<file path="config.mk">
export PLATFORM = sky130hd
export DESIGN_NAME = free_list_slot_allocator
export DESIGN_NICKNAME = d
export VERILOG_FILES = /design/src/hdl/flsa_pkg.sv /design/src/hdl/flsa_front.sv /design/src/hdl/flsa_engine.sv /design/src/hdl/flsa_result_queue.sv /design/src/hdl/free_list_slot_allocator.sv
export SDC_FILE = /design/constraint.sdc
export NUM_CORES = 2
export LEC_CHECK = 0
export ABC_AREA = 1
export BUFFER_PORTS_ARGS = -buffer_cell sky130_fd_sc_hd__buf_4
export CAP_MARGIN = 20
export CORE_MARGIN = 8
export CORE_UTILIZATION = 30
export CTS_CLUSTER_SIZE = 30
export DETAILED_ROUTE_END_ITERATION = 8
export GPL_ROUTABILITY_DRIVEN = 1
export HOLD_SLACK_MARGIN = 0.15
export MAX_ROUTING_LAYER = met4
export PLACE_DENSITY = 0.43
export SETUP_SLACK_MARGIN = 0.5
export SYNTH_ARGS = -nofsm -noshare
export SYNTH_HDL_FRONTEND = slang
export SYNTH_SLANG_ARGS = --single-unit
</file>
<file path="constraint.sdc">
create_clock -name clk -period 6.78 [get_ports clk]
set_clock_uncertainty 0.1 [all_clocks]
set_input_delay 1.017 -clock clk [delete_from_list [all_inputs] [get_ports clk]]
set_output_delay 1.017 -clock clk [all_outputs]
set_load 0.01 [all_outputs]
</file>
<file path="src/hdl/flsa_pkg.sv">
// shared types and constants of the free list slot allocator
package flsa_pkg;

    // built stack depth and field widths
    localparam int POOL_DEPTH = 256;
    localparam int SLOT_W     = 8;
    localparam int CNT_W      = 9;
    localparam int OBJ_W      = 17;
    localparam int ADDR_W     = 48;
    localparam int PROD_W     = SLOT_W + OBJ_W;
    localparam int CFG_IDX_W  = 2;

    localparam logic [CNT_W-1:0]  DEPTH_CNT       = CNT_W'(POOL_DEPTH);
    localparam logic [CNT_W-1:0]  RESET_CAPACITY  = CNT_W'(256);
    localparam logic [OBJ_W-1:0]  RESET_OBJ_BYTES = OBJ_W'(64);
    localparam logic [ADDR_W-1:0] RESET_BASE      = '0;

    // configuration register indexes
    localparam logic [CFG_IDX_W-1:0] CFG_POOL_CAPACITY = 2'd0;
    localparam logic [CFG_IDX_W-1:0] CFG_OBJECT_BYTES  = 2'd1;
    localparam logic [CFG_IDX_W-1:0] CFG_BASE_ADDRESS  = 2'd2;

    typedef enum logic {
        REQ_ALLOC = 1'b0,
        REQ_FREE  = 1'b1
    } req_kind_t;

    typedef enum logic [1:0] {
        STAT_OK        = 2'd0,
        STAT_EMPTY     = 2'd1,
        STAT_OVERFREE  = 2'd2
    } status_t;

    typedef enum logic [1:0] {
        ENG_IDLE,
        ENG_READ,
        ENG_ADD
    } eng_state_t;

    typedef struct packed {
        req_kind_t         kind;
        logic [SLOT_W-1:0] index;
    } req_item_t;

    typedef struct packed {
        logic [SLOT_W-1:0] slot_index;
        logic [ADDR_W-1:0] slot_address;
        status_t           status;
        logic [CNT_W-1:0]  available_count;
        logic [CNT_W-1:0]  allocated_count;
    } result_t;

endpackage

</file>
<file path="src/hdl/flsa_front.sv">
// request front end: classifies requests and queues them for the engine
module flsa_front
    import flsa_pkg::*;
(
    input  logic              clk,
    input  logic              rst_n,
    input  logic              push,
    output logic              full,
    input  logic              req_type,
    input  logic [SLOT_W-1:0] free_index,
    output logic              q_valid,
    output req_item_t         q_item,
    input  logic              q_pop
);

    req_item_t  entry_reg [2];
    logic       wr_ptr_reg, wr_ptr_next;
    logic       rd_ptr_reg, rd_ptr_next;
    logic [1:0] count_reg, count_next;
    logic       do_push;
    logic       do_pop;
    req_item_t  classified;

    // classify the incoming request
    always_comb
    begin
        classified.kind  = req_type ? REQ_FREE : REQ_ALLOC;
        classified.index = free_index;
    end

    assign full    = (count_reg == 2'd2);
    assign q_valid = (count_reg != 2'd0);
    assign q_item  = entry_reg[rd_ptr_reg];
    assign do_push = push && !full;
    assign do_pop  = q_pop && q_valid;

    // pointer and fill count update
    always_comb
    begin
        wr_ptr_next = do_push ? ~wr_ptr_reg : wr_ptr_reg;
        rd_ptr_next = do_pop ? ~rd_ptr_reg : rd_ptr_reg;
        count_next  = count_reg + 2'(do_push) - 2'(do_pop);
    end

    always_ff @(posedge clk or negedge rst_n)
    begin
        if (!rst_n)
        begin
            wr_ptr_reg <= 1'b0;
            rd_ptr_reg <= 1'b0;
            count_reg  <= 2'd0;
        end
        else
        begin
            wr_ptr_reg <= wr_ptr_next;
            rd_ptr_reg <= rd_ptr_next;
            count_reg  <= count_next;
        end
    end

    // queue storage
    always_ff @(posedge clk)
    begin
        if (do_push)
        begin
            entry_reg[wr_ptr_reg] <= classified;
        end
    end

endmodule

</file>
<file path="src/hdl/flsa_engine.sv">
// allocation engine: free slot stack, counts, configuration and address math
module flsa_engine
    import flsa_pkg::*;
(
    input  logic                 clk,
    input  logic                 rst_n,
    input  logic                 cfg_write_en,
    input  logic [CFG_IDX_W-1:0] cfg_index,
    input  logic [ADDR_W-1:0]    cfg_data,
    input  logic                 q_valid,
    input  req_item_t            q_item,
    output logic                 q_pop,
    input  logic                 res_room,
    output logic                 res_push,
    output result_t              res_item
);

    eng_state_t          state_reg, state_next;
    logic [CNT_W-1:0]    count_reg, count_next;
    logic [CNT_W-1:0]    pool_capacity_reg;
    logic [OBJ_W-1:0]    object_bytes_reg;
    logic [ADDR_W-1:0]   base_address_reg;
    logic [SLOT_W-1:0]   slot_reg, slot_next;
    logic [PROD_W-1:0]   product_reg, product_next;
    logic [SLOT_W-1:0]   mem [POOL_DEPTH];
    logic [POOL_DEPTH-1:0] valid_reg;
    logic [SLOT_W-1:0]   rd_data_reg;
    logic                rd_valid_reg;
    logic [SLOT_W-1:0]   rd_addr_reg;
    logic                rd_en;
    logic                mem_we;
    logic [SLOT_W-1:0]   mem_waddr;
    logic                cfg_hit;
    logic                start;
    logic [CNT_W-1:0]    cap_eff;
    logic [CNT_W-1:0]    count_dec;
    logic [CNT_W-1:0]    count_inc;
    logic [SLOT_W-1:0]   stack_slot;

    assign cfg_hit = cfg_write_en && (cfg_index == CFG_POOL_CAPACITY ||
                                      cfg_index == CFG_OBJECT_BYTES ||
                                      cfg_index == CFG_BASE_ADDRESS);

    // effective capacity and neighbor counts
    assign cap_eff    = (pool_capacity_reg > DEPTH_CNT) ? DEPTH_CNT : pool_capacity_reg;
    assign count_dec  = count_reg - CNT_W'(1);
    assign count_inc  = count_reg + CNT_W'(1);
    assign start      = (state_reg == ENG_IDLE) && q_valid && res_room;
    assign stack_slot = rd_valid_reg ? rd_data_reg : rd_addr_reg;

    // next state
    always_comb
    begin
        state_next = state_reg;
        case (state_reg)
            ENG_IDLE:
            begin
                if (start && q_item.kind == REQ_ALLOC && count_reg < cap_eff)
                begin
                    state_next = ENG_READ;
                end
            end
            ENG_READ: state_next = ENG_ADD;
            ENG_ADD:  state_next = ENG_IDLE;
            default:  state_next = ENG_IDLE;
        endcase
    end

    // outputs and datapath
    always_comb
    begin
        q_pop        = 1'b0;
        res_push     = 1'b0;
        rd_en        = 1'b0;
        mem_we       = 1'b0;
        mem_waddr    = count_dec[SLOT_W-1:0];
        count_next   = count_reg;
        slot_next    = slot_reg;
        product_next = product_reg;
        res_item.slot_index      = '0;
        res_item.slot_address    = '0;
        res_item.status          = STAT_OK;
        res_item.available_count = cap_eff - count_reg;
        res_item.allocated_count = count_reg;
        case (state_reg)
            ENG_IDLE:
            begin
                if (start)
                begin
                    q_pop = 1'b1;
                    if (q_item.kind == REQ_ALLOC)
                    begin
                        if (count_reg < cap_eff)
                        begin
                            rd_en = 1'b1;
                        end
                        else
                        begin
                            res_push        = 1'b1;
                            res_item.status = STAT_EMPTY;
                        end
                    end
                    else
                    begin
                        res_push = 1'b1;
                        if (count_reg == '0)
                        begin
                            res_item.status = STAT_OVERFREE;
                        end
                        else
                        begin
                            mem_we                   = 1'b1;
                            count_next               = count_dec;
                            res_item.available_count = cap_eff - count_dec;
                            res_item.allocated_count = count_dec;
                        end
                    end
                end
            end
            ENG_READ:
            begin
                slot_next    = stack_slot;
                product_next = PROD_W'(stack_slot) * PROD_W'(object_bytes_reg);
            end
            ENG_ADD:
            begin
                res_push                 = 1'b1;
                count_next               = count_inc;
                res_item.slot_index      = slot_reg;
                res_item.slot_address    = base_address_reg + ADDR_W'(product_reg);
                res_item.available_count = cap_eff - count_inc;
                res_item.allocated_count = count_inc;
            end
            default:
            begin
            end
        endcase
    end

    // control state and configuration registers
    always_ff @(posedge clk or negedge rst_n)
    begin
        if (!rst_n)
        begin
            state_reg         <= ENG_IDLE;
            count_reg         <= '0;
            pool_capacity_reg <= RESET_CAPACITY;
            object_bytes_reg  <= RESET_OBJ_BYTES;
            base_address_reg  <= RESET_BASE;
        end
        else
        begin
            state_reg <= state_next;
            count_reg <= cfg_hit ? '0 : count_next;
            if (cfg_write_en && cfg_index == CFG_POOL_CAPACITY)
            begin
                pool_capacity_reg <= cfg_data[CNT_W-1:0];
            end
            if (cfg_write_en && cfg_index == CFG_OBJECT_BYTES)
            begin
                object_bytes_reg <= cfg_data[OBJ_W-1:0];
            end
            if (cfg_write_en && cfg_index == CFG_BASE_ADDRESS)
            begin
                base_address_reg <= cfg_data;
            end
        end
    end

    // written marks: an unwritten stack entry reads as its own position
    always_ff @(posedge clk or negedge rst_n)
    begin
        if (!rst_n)
        begin
            valid_reg <= '0;
        end
        else if (cfg_hit)
        begin
            valid_reg <= '0;
        end
        else if (mem_we)
        begin
            valid_reg[mem_waddr] <= 1'b1;
        end
    end

    // slot stack memory with registered read
    always_ff @(posedge clk)
    begin
        if (mem_we)
        begin
            mem[mem_waddr] <= q_item.index;
        end
        if (rd_en)
        begin
            rd_data_reg  <= mem[count_reg[SLOT_W-1:0]];
            rd_valid_reg <= valid_reg[count_reg[SLOT_W-1:0]];
            rd_addr_reg  <= count_reg[SLOT_W-1:0];
        end
    end

    // datapath pipeline registers
    always_ff @(posedge clk)
    begin
        slot_reg    <= slot_next;
        product_reg <= product_next;
    end

endmodule

</file>
<file path="src/hdl/flsa_result_queue.sv">
// two-entry result queue toward the consumer
module flsa_result_queue
    import flsa_pkg::*;
(
    input  logic    clk,
    input  logic    rst_n,
    input  logic    res_push,
    input  result_t res_item,
    output logic    res_room,
    output logic    empty,
    input  logic    pop,
    output result_t head
);

    result_t    entry_reg [2];
    logic       wr_ptr_reg;
    logic       rd_ptr_reg;
    logic [1:0] count_reg, count_next;
    logic       do_pop;

    assign res_room = (count_reg != 2'd2);
    assign empty    = (count_reg == 2'd0);
    assign head     = entry_reg[rd_ptr_reg];
    assign do_pop   = pop && !empty;

    // fill count update
    always_comb
    begin
        count_next = count_reg + 2'(res_push) - 2'(do_pop);
    end

    always_ff @(posedge clk or negedge rst_n)
    begin
        if (!rst_n)
        begin
            wr_ptr_reg <= 1'b0;
            rd_ptr_reg <= 1'b0;
            count_reg  <= 2'd0;
        end
        else
        begin
            if (res_push)
            begin
                wr_ptr_reg <= ~wr_ptr_reg;
            end
            if (do_pop)
            begin
                rd_ptr_reg <= ~rd_ptr_reg;
            end
            count_reg <= count_next;
        end
    end

    // queue storage
    always_ff @(posedge clk)
    begin
        if (res_push)
        begin
            entry_reg[wr_ptr_reg] <= res_item;
        end
    end

endmodule

</file>
<file path="src/hdl/free_list_slot_allocator.sv">
// free list slot allocator: a free or flagged request is answered from the idle state and a
// good allocate goes through the read and add states before its result is queued
// the engine takes one free or flagged request per cycle while the result queue has room;
// a good allocate holds it through stack memory read, multiply and address add
// two-entry queues on both sides let input and output stall independently
// reset: stack reads slot i at position i, count zero, capacity 256, object 64 bytes, base 0
module free_list_slot_allocator
    import flsa_pkg::*;
(
    input  logic                 clk,
    input  logic                 rst_n,
    input  logic                 cfg_write_en,
    input  logic [CFG_IDX_W-1:0] cfg_index,
    input  logic [ADDR_W-1:0]    cfg_data,
    input  logic                 push,
    output logic                 full,
    input  logic                 req_type,
    input  logic [SLOT_W-1:0]    free_index,
    output logic                 empty,
    input  logic                 pop,
    output logic [SLOT_W-1:0]    slot_index,
    output logic [ADDR_W-1:0]    slot_address,
    output logic [1:0]           status,
    output logic [CNT_W-1:0]     available_count,
    output logic [CNT_W-1:0]     allocated_count
);

    logic      q_valid;
    req_item_t q_item;
    logic      q_pop;
    logic      res_room;
    logic      res_push;
    result_t   res_item;
    result_t   head;

    // request intake
    flsa_front u_front (
        .clk        (clk),
        .rst_n      (rst_n),
        .push       (push),
        .full       (full),
        .req_type   (req_type),
        .free_index (free_index),
        .q_valid    (q_valid),
        .q_item     (q_item),
        .q_pop      (q_pop)
    );

    // stack engine
    flsa_engine u_engine (
        .clk          (clk),
        .rst_n        (rst_n),
        .cfg_write_en (cfg_write_en),
        .cfg_index    (cfg_index),
        .cfg_data     (cfg_data),
        .q_valid      (q_valid),
        .q_item       (q_item),
        .q_pop        (q_pop),
        .res_room     (res_room),
        .res_push     (res_push),
        .res_item     (res_item)
    );

    // result delivery
    flsa_result_queue u_result_queue (
        .clk      (clk),
        .rst_n    (rst_n),
        .res_push (res_push),
        .res_item (res_item),
        .res_room (res_room),
        .empty    (empty),
        .pop      (pop),
        .head     (head)
    );

    assign slot_index      = head.slot_index;
    assign slot_address    = head.slot_address;
    assign status          = head.status;
    assign available_count = head.available_count;
    assign allocated_count = head.allocated_count;

endmodule

</file>
==> reports/qor.csv <==
stage,metric,value,unit
floorplanning,Starting Density,0.3006,
critical_path,crit-path max cell delay,570,ps
critical_path,Crit path top cell by count,fa_1,
timing,final hold viol count,0,
clock_tree,clk_lat worst skew,940,ps
layout,P&R area growth vs syn,14.07,%
routing,vias after detailed routing,81740,
global_route,largest net degree at the start of global routing,181,
clock_tree,CTS sink count,2617,
power,switch share,0.4099,
critical_path,"Worst Path Class, Setup",reg2reg,
routing,WL met3,18430,µm
critical_path,Worst EP arrival,5980,ps
global_route,first-pass GRT wire length,572100,µm
timing,final period utilization,0.8000,
place,placement-stage worst setup slack,1339,ps
timing,final max-slew violation count,0,
routing,Antenna Nets Post-Route,0,
layout,max FFs per register,2048,
logic_synthesis,Synth Register Bits,2617,
layout,cell area after layout,134300,µm²
critical_path,WP data required,7330,ps
logic_synthesis,post-synthesis sequential area ratio,0.6526,
power,Power Total,62.51,mW
place,placed cells,16700,
place,DP Area,124500,µm²
critical_path,"reg-to-reg slack, setup",1360,ps
status,outcome,finished clean,
min_path,Hold Path Depth,1,
routing,DRC viols,0,
routing,met2 wire length,184600,µm
floorplanning,core box area,391700,µm²
global_route,total grt overflow,0,
layout,"most common cell after layout, fill and taps aside",nand2_1,
layout,"commonest cells after routing, fill and taps aside","nand2_1, edfxtp_1, inv_1",
min_path,worst hold path class,in2reg,
critical_path,Worst Setup End Kind,register,
timing,Achievable Freq,184.4,MHz
layout,Fillers,39550,
timing,Least-Margin Pin Slew,1106,ps
clock_tree,post-cts repair resize count,0,
clock_tree,clk slew on worst S/H paths,60,ps
floorplanning,die area,412800,µm²
power,VDD IR max,0.4009,mV
floorplanning,Die Y,642.5,µm
critical_path,Top Family by Delay on Critical Path,adder cells,
routing,top sig layer,met4,
timing,Max transition margin,0.2612,
global_route,number of global-route vias before repair,80650,
logic_synthesis,Synth cell types,52,
layout,final net count,12050,
critical_path,reg2reg path depth,19,
power,P_leak,55.63,nW
timing,setup ws final,1356,ps
floorplanning,IO Pins,142,
global_route,GRT Total Usage,0.1897,
timing,unrepaired setup endpoints after global routing,false,
routing,WL per Instance,22.77,µm
power,Pint,36.89,mW
timing,Fin Setup TNS,0,ps
routing,Via-to-Cell Ratio,4.734,
logic_synthesis,cell count after synthesis,11770,
place,routability cong.,0.8671,
place,HPWL Detailed,238000,µm
power,clock group share of total power,0.261,
critical_path,R2R Path End,u_engine.product_reg[22],
layout,layout cell share with drive strength beyond 1,0.07384,
logic_synthesis,Mapped Area,117800,µm²
clock_tree,deepest clock path buffer count,4,
power,Psw,25.62,mW
clock_tree,setup repair bufs after CTS,0,
layout,Final Non-Filler Cells,17270,
timing,# setup viols final,0,
power,PD cells,465.4,nW/µm²
min_path,Hold Path End,u_front.entry_reg[1][0],
critical_path,crit-path max FO,16,
logic_synthesis,yosys warns,0,
global_route,initial antenna violation count,12,
timing,final hold slack,224.7,ps
routing,Post-Route M1 WL,179800,µm
clock_tree,CTS tree,done,
clock_tree,Root Driver,clkbuf_16,
routing,DR iter-0 viols,6623,
flow_run,max_cap viols,0,
layout,post-layout util,0.3429,
clock_tree,cts hold-fix bufs,4,
floorplanning,Rows,230,
power,Comb pwr share,0.394,
critical_path,CP max stage cell,edfxtp_1,
logic_synthesis,mean post-synth cell area,10.00,µm²
critical_path,CP startpoint kind,register,
critical_path,CP Depth,19,
clock_tree,H-tree levels,5,
routing,final WL,393100,µm
routing,number of detailed-route iterations in the first pass,5,
critical_path,crit-path cells,"o21ai_1, buf_4, nor2_1, fa_1, inv_1, fa_1, fa_1, fa_1, inv_1, ha_1, nand2_1, inv_1, a21oi_1, o21ai_0, nand3_1, nand2_1, nand3_1, nand3_1, nand2_1",
timing,Final min period,5424,ps
clock_tree,Num CTS Buffers,299,
critical_path,Buf/Inv on CP,4,
critical_path,R2R Path Start,u_engine.rd_valid_reg,
logic_synthesis,post-synth net total,12030,
floorplanning,Die X,642.5,µm
place,I/O Buffers,141,
min_path,Hold Startpoint,free_index[0],
power,Flop pwr share,0.345,
synthesized netlist by cell type (all sizes together):
| library cell | n | area share |
|---|---|---|
| buf | 308 | 0.013 |
| inv | 1291 | 0.041 |
| dfstp | 2 | 0.00045 |
| a21o | 8 | 0.00051 |
| nand3 | 1000 | 0.043 |
| o22ai | 9 | 0.00048 |
| a41oi | 1 | 0.000074 |
| o211ai | 25 | 0.0016 |
| clkinv | 1 | 0.000032 |
| nand3b | 15 | 0.00096 |
| o221ai | 6 | 0.00045 |
| a21boi | 6 | 0.00038 |
| mux2 | 20 | 0.0019 |
| a21oi | 574 | 0.024 |
| clkbuf | 272 | 0.0087 |
| a211oi | 2 | 0.00013 |
| nor4 | 8 | 0.00043 |
| and2 | 2 | 0.00011 |
| xnor2 | 19 | 0.0015 |
| or2 | 25 | 0.0013 |
| nor2 | 804 | 0.028 |
| a31oi | 3 | 0.00016 |
| o21a | 7 | 0.00045 |
| ha | 103 | 0.011 |
| a31o | 1 | 0.000074 |
| fa | 94 | 0.016 |
| nand4 | 38 | 0.0021 |
| edfxtp | 2268 | 0.58 |
| dfrtp | 347 | 0.074 |
| o21bai | 6 | 0.00038 |
| nor3 | 39 | 0.0017 |
| nand2 | 4146 | 0.13 |
| xor2 | 34 | 0.0028 |
| o21ai | 287 | 0.012 |
layout make-up:
cell class	instances	area, µm²	share of cell area
repair buffers	297	2600	0.01936
multi-input cells	7282	33650	0.2505
diodes	6	15.01	0.0001118
clock inverters	139	1440	0.01072
well taps	5220	6531	0.04863
clock buffers	413	8332	0.06203
flip-flops and latches	2617	76860	0.5722
inverters	1292	4890	0.03640
power groups by stage:
| stage | sequential (mW) | combinational [mW] | clock [mW] |
|---|---|---|---|
| final | 21.6 | 24.6 | 16.3 |
| after global routing | 21.7 | 27.2 | 17.3 |
| after CTS | 21.6 | 25.0 | 16.7 |
| after detailed placement | 21.9 | 24.9 | 0 |
| after global placement | 21.9 | 25.1 | 0 |
| after floorplan | 22.3 | 14.7 | 0 |
worst max-delay path by stage:
stage / from / end / slack, ps
global route: u_engine.rd_valid_reg / u_engine.product_reg[22] / 1030
CTS: u_engine.rd_valid_reg / u_engine.product_reg[22] / 1310
finish: u_engine.rd_valid_reg / u_engine.product_reg[22] / 1360
floorplan: u_engine.rd_valid_reg / u_engine.product_reg[22] / 1720
detailed placement: u_engine.rd_valid_reg / u_engine.product_reg[22] / 1340
global placement: u_engine.rd_valid_reg / u_engine.product_reg[22] / 660
routing by layer:
metal | vias to the layer above | track usage
met2 | 2109 | 0.3056
met4 | 0 | 0.04722
met1 | 40650 | 0.2560
met5 | - | -
met3 | 480 | 0.02220
li1 | 38500 | -
logic make-up (layout without fill, tap and decap cells):
group,Yosys count,after routing,share of synthesized area
AOI/OAI and AO/OA,935,935,0.04137
xor gates and xnor gates,53,53,0.004229
other,0,6,0
and+or+nand+nor,6077,6077,0.2099
muxes,20,20,0.001913
adders and majority gates,197,197,0.02693
buffers and inverters,1872,2141,0.06304
DFF,2617,2617,0.6526
Power figures use the tool's default switching activity.
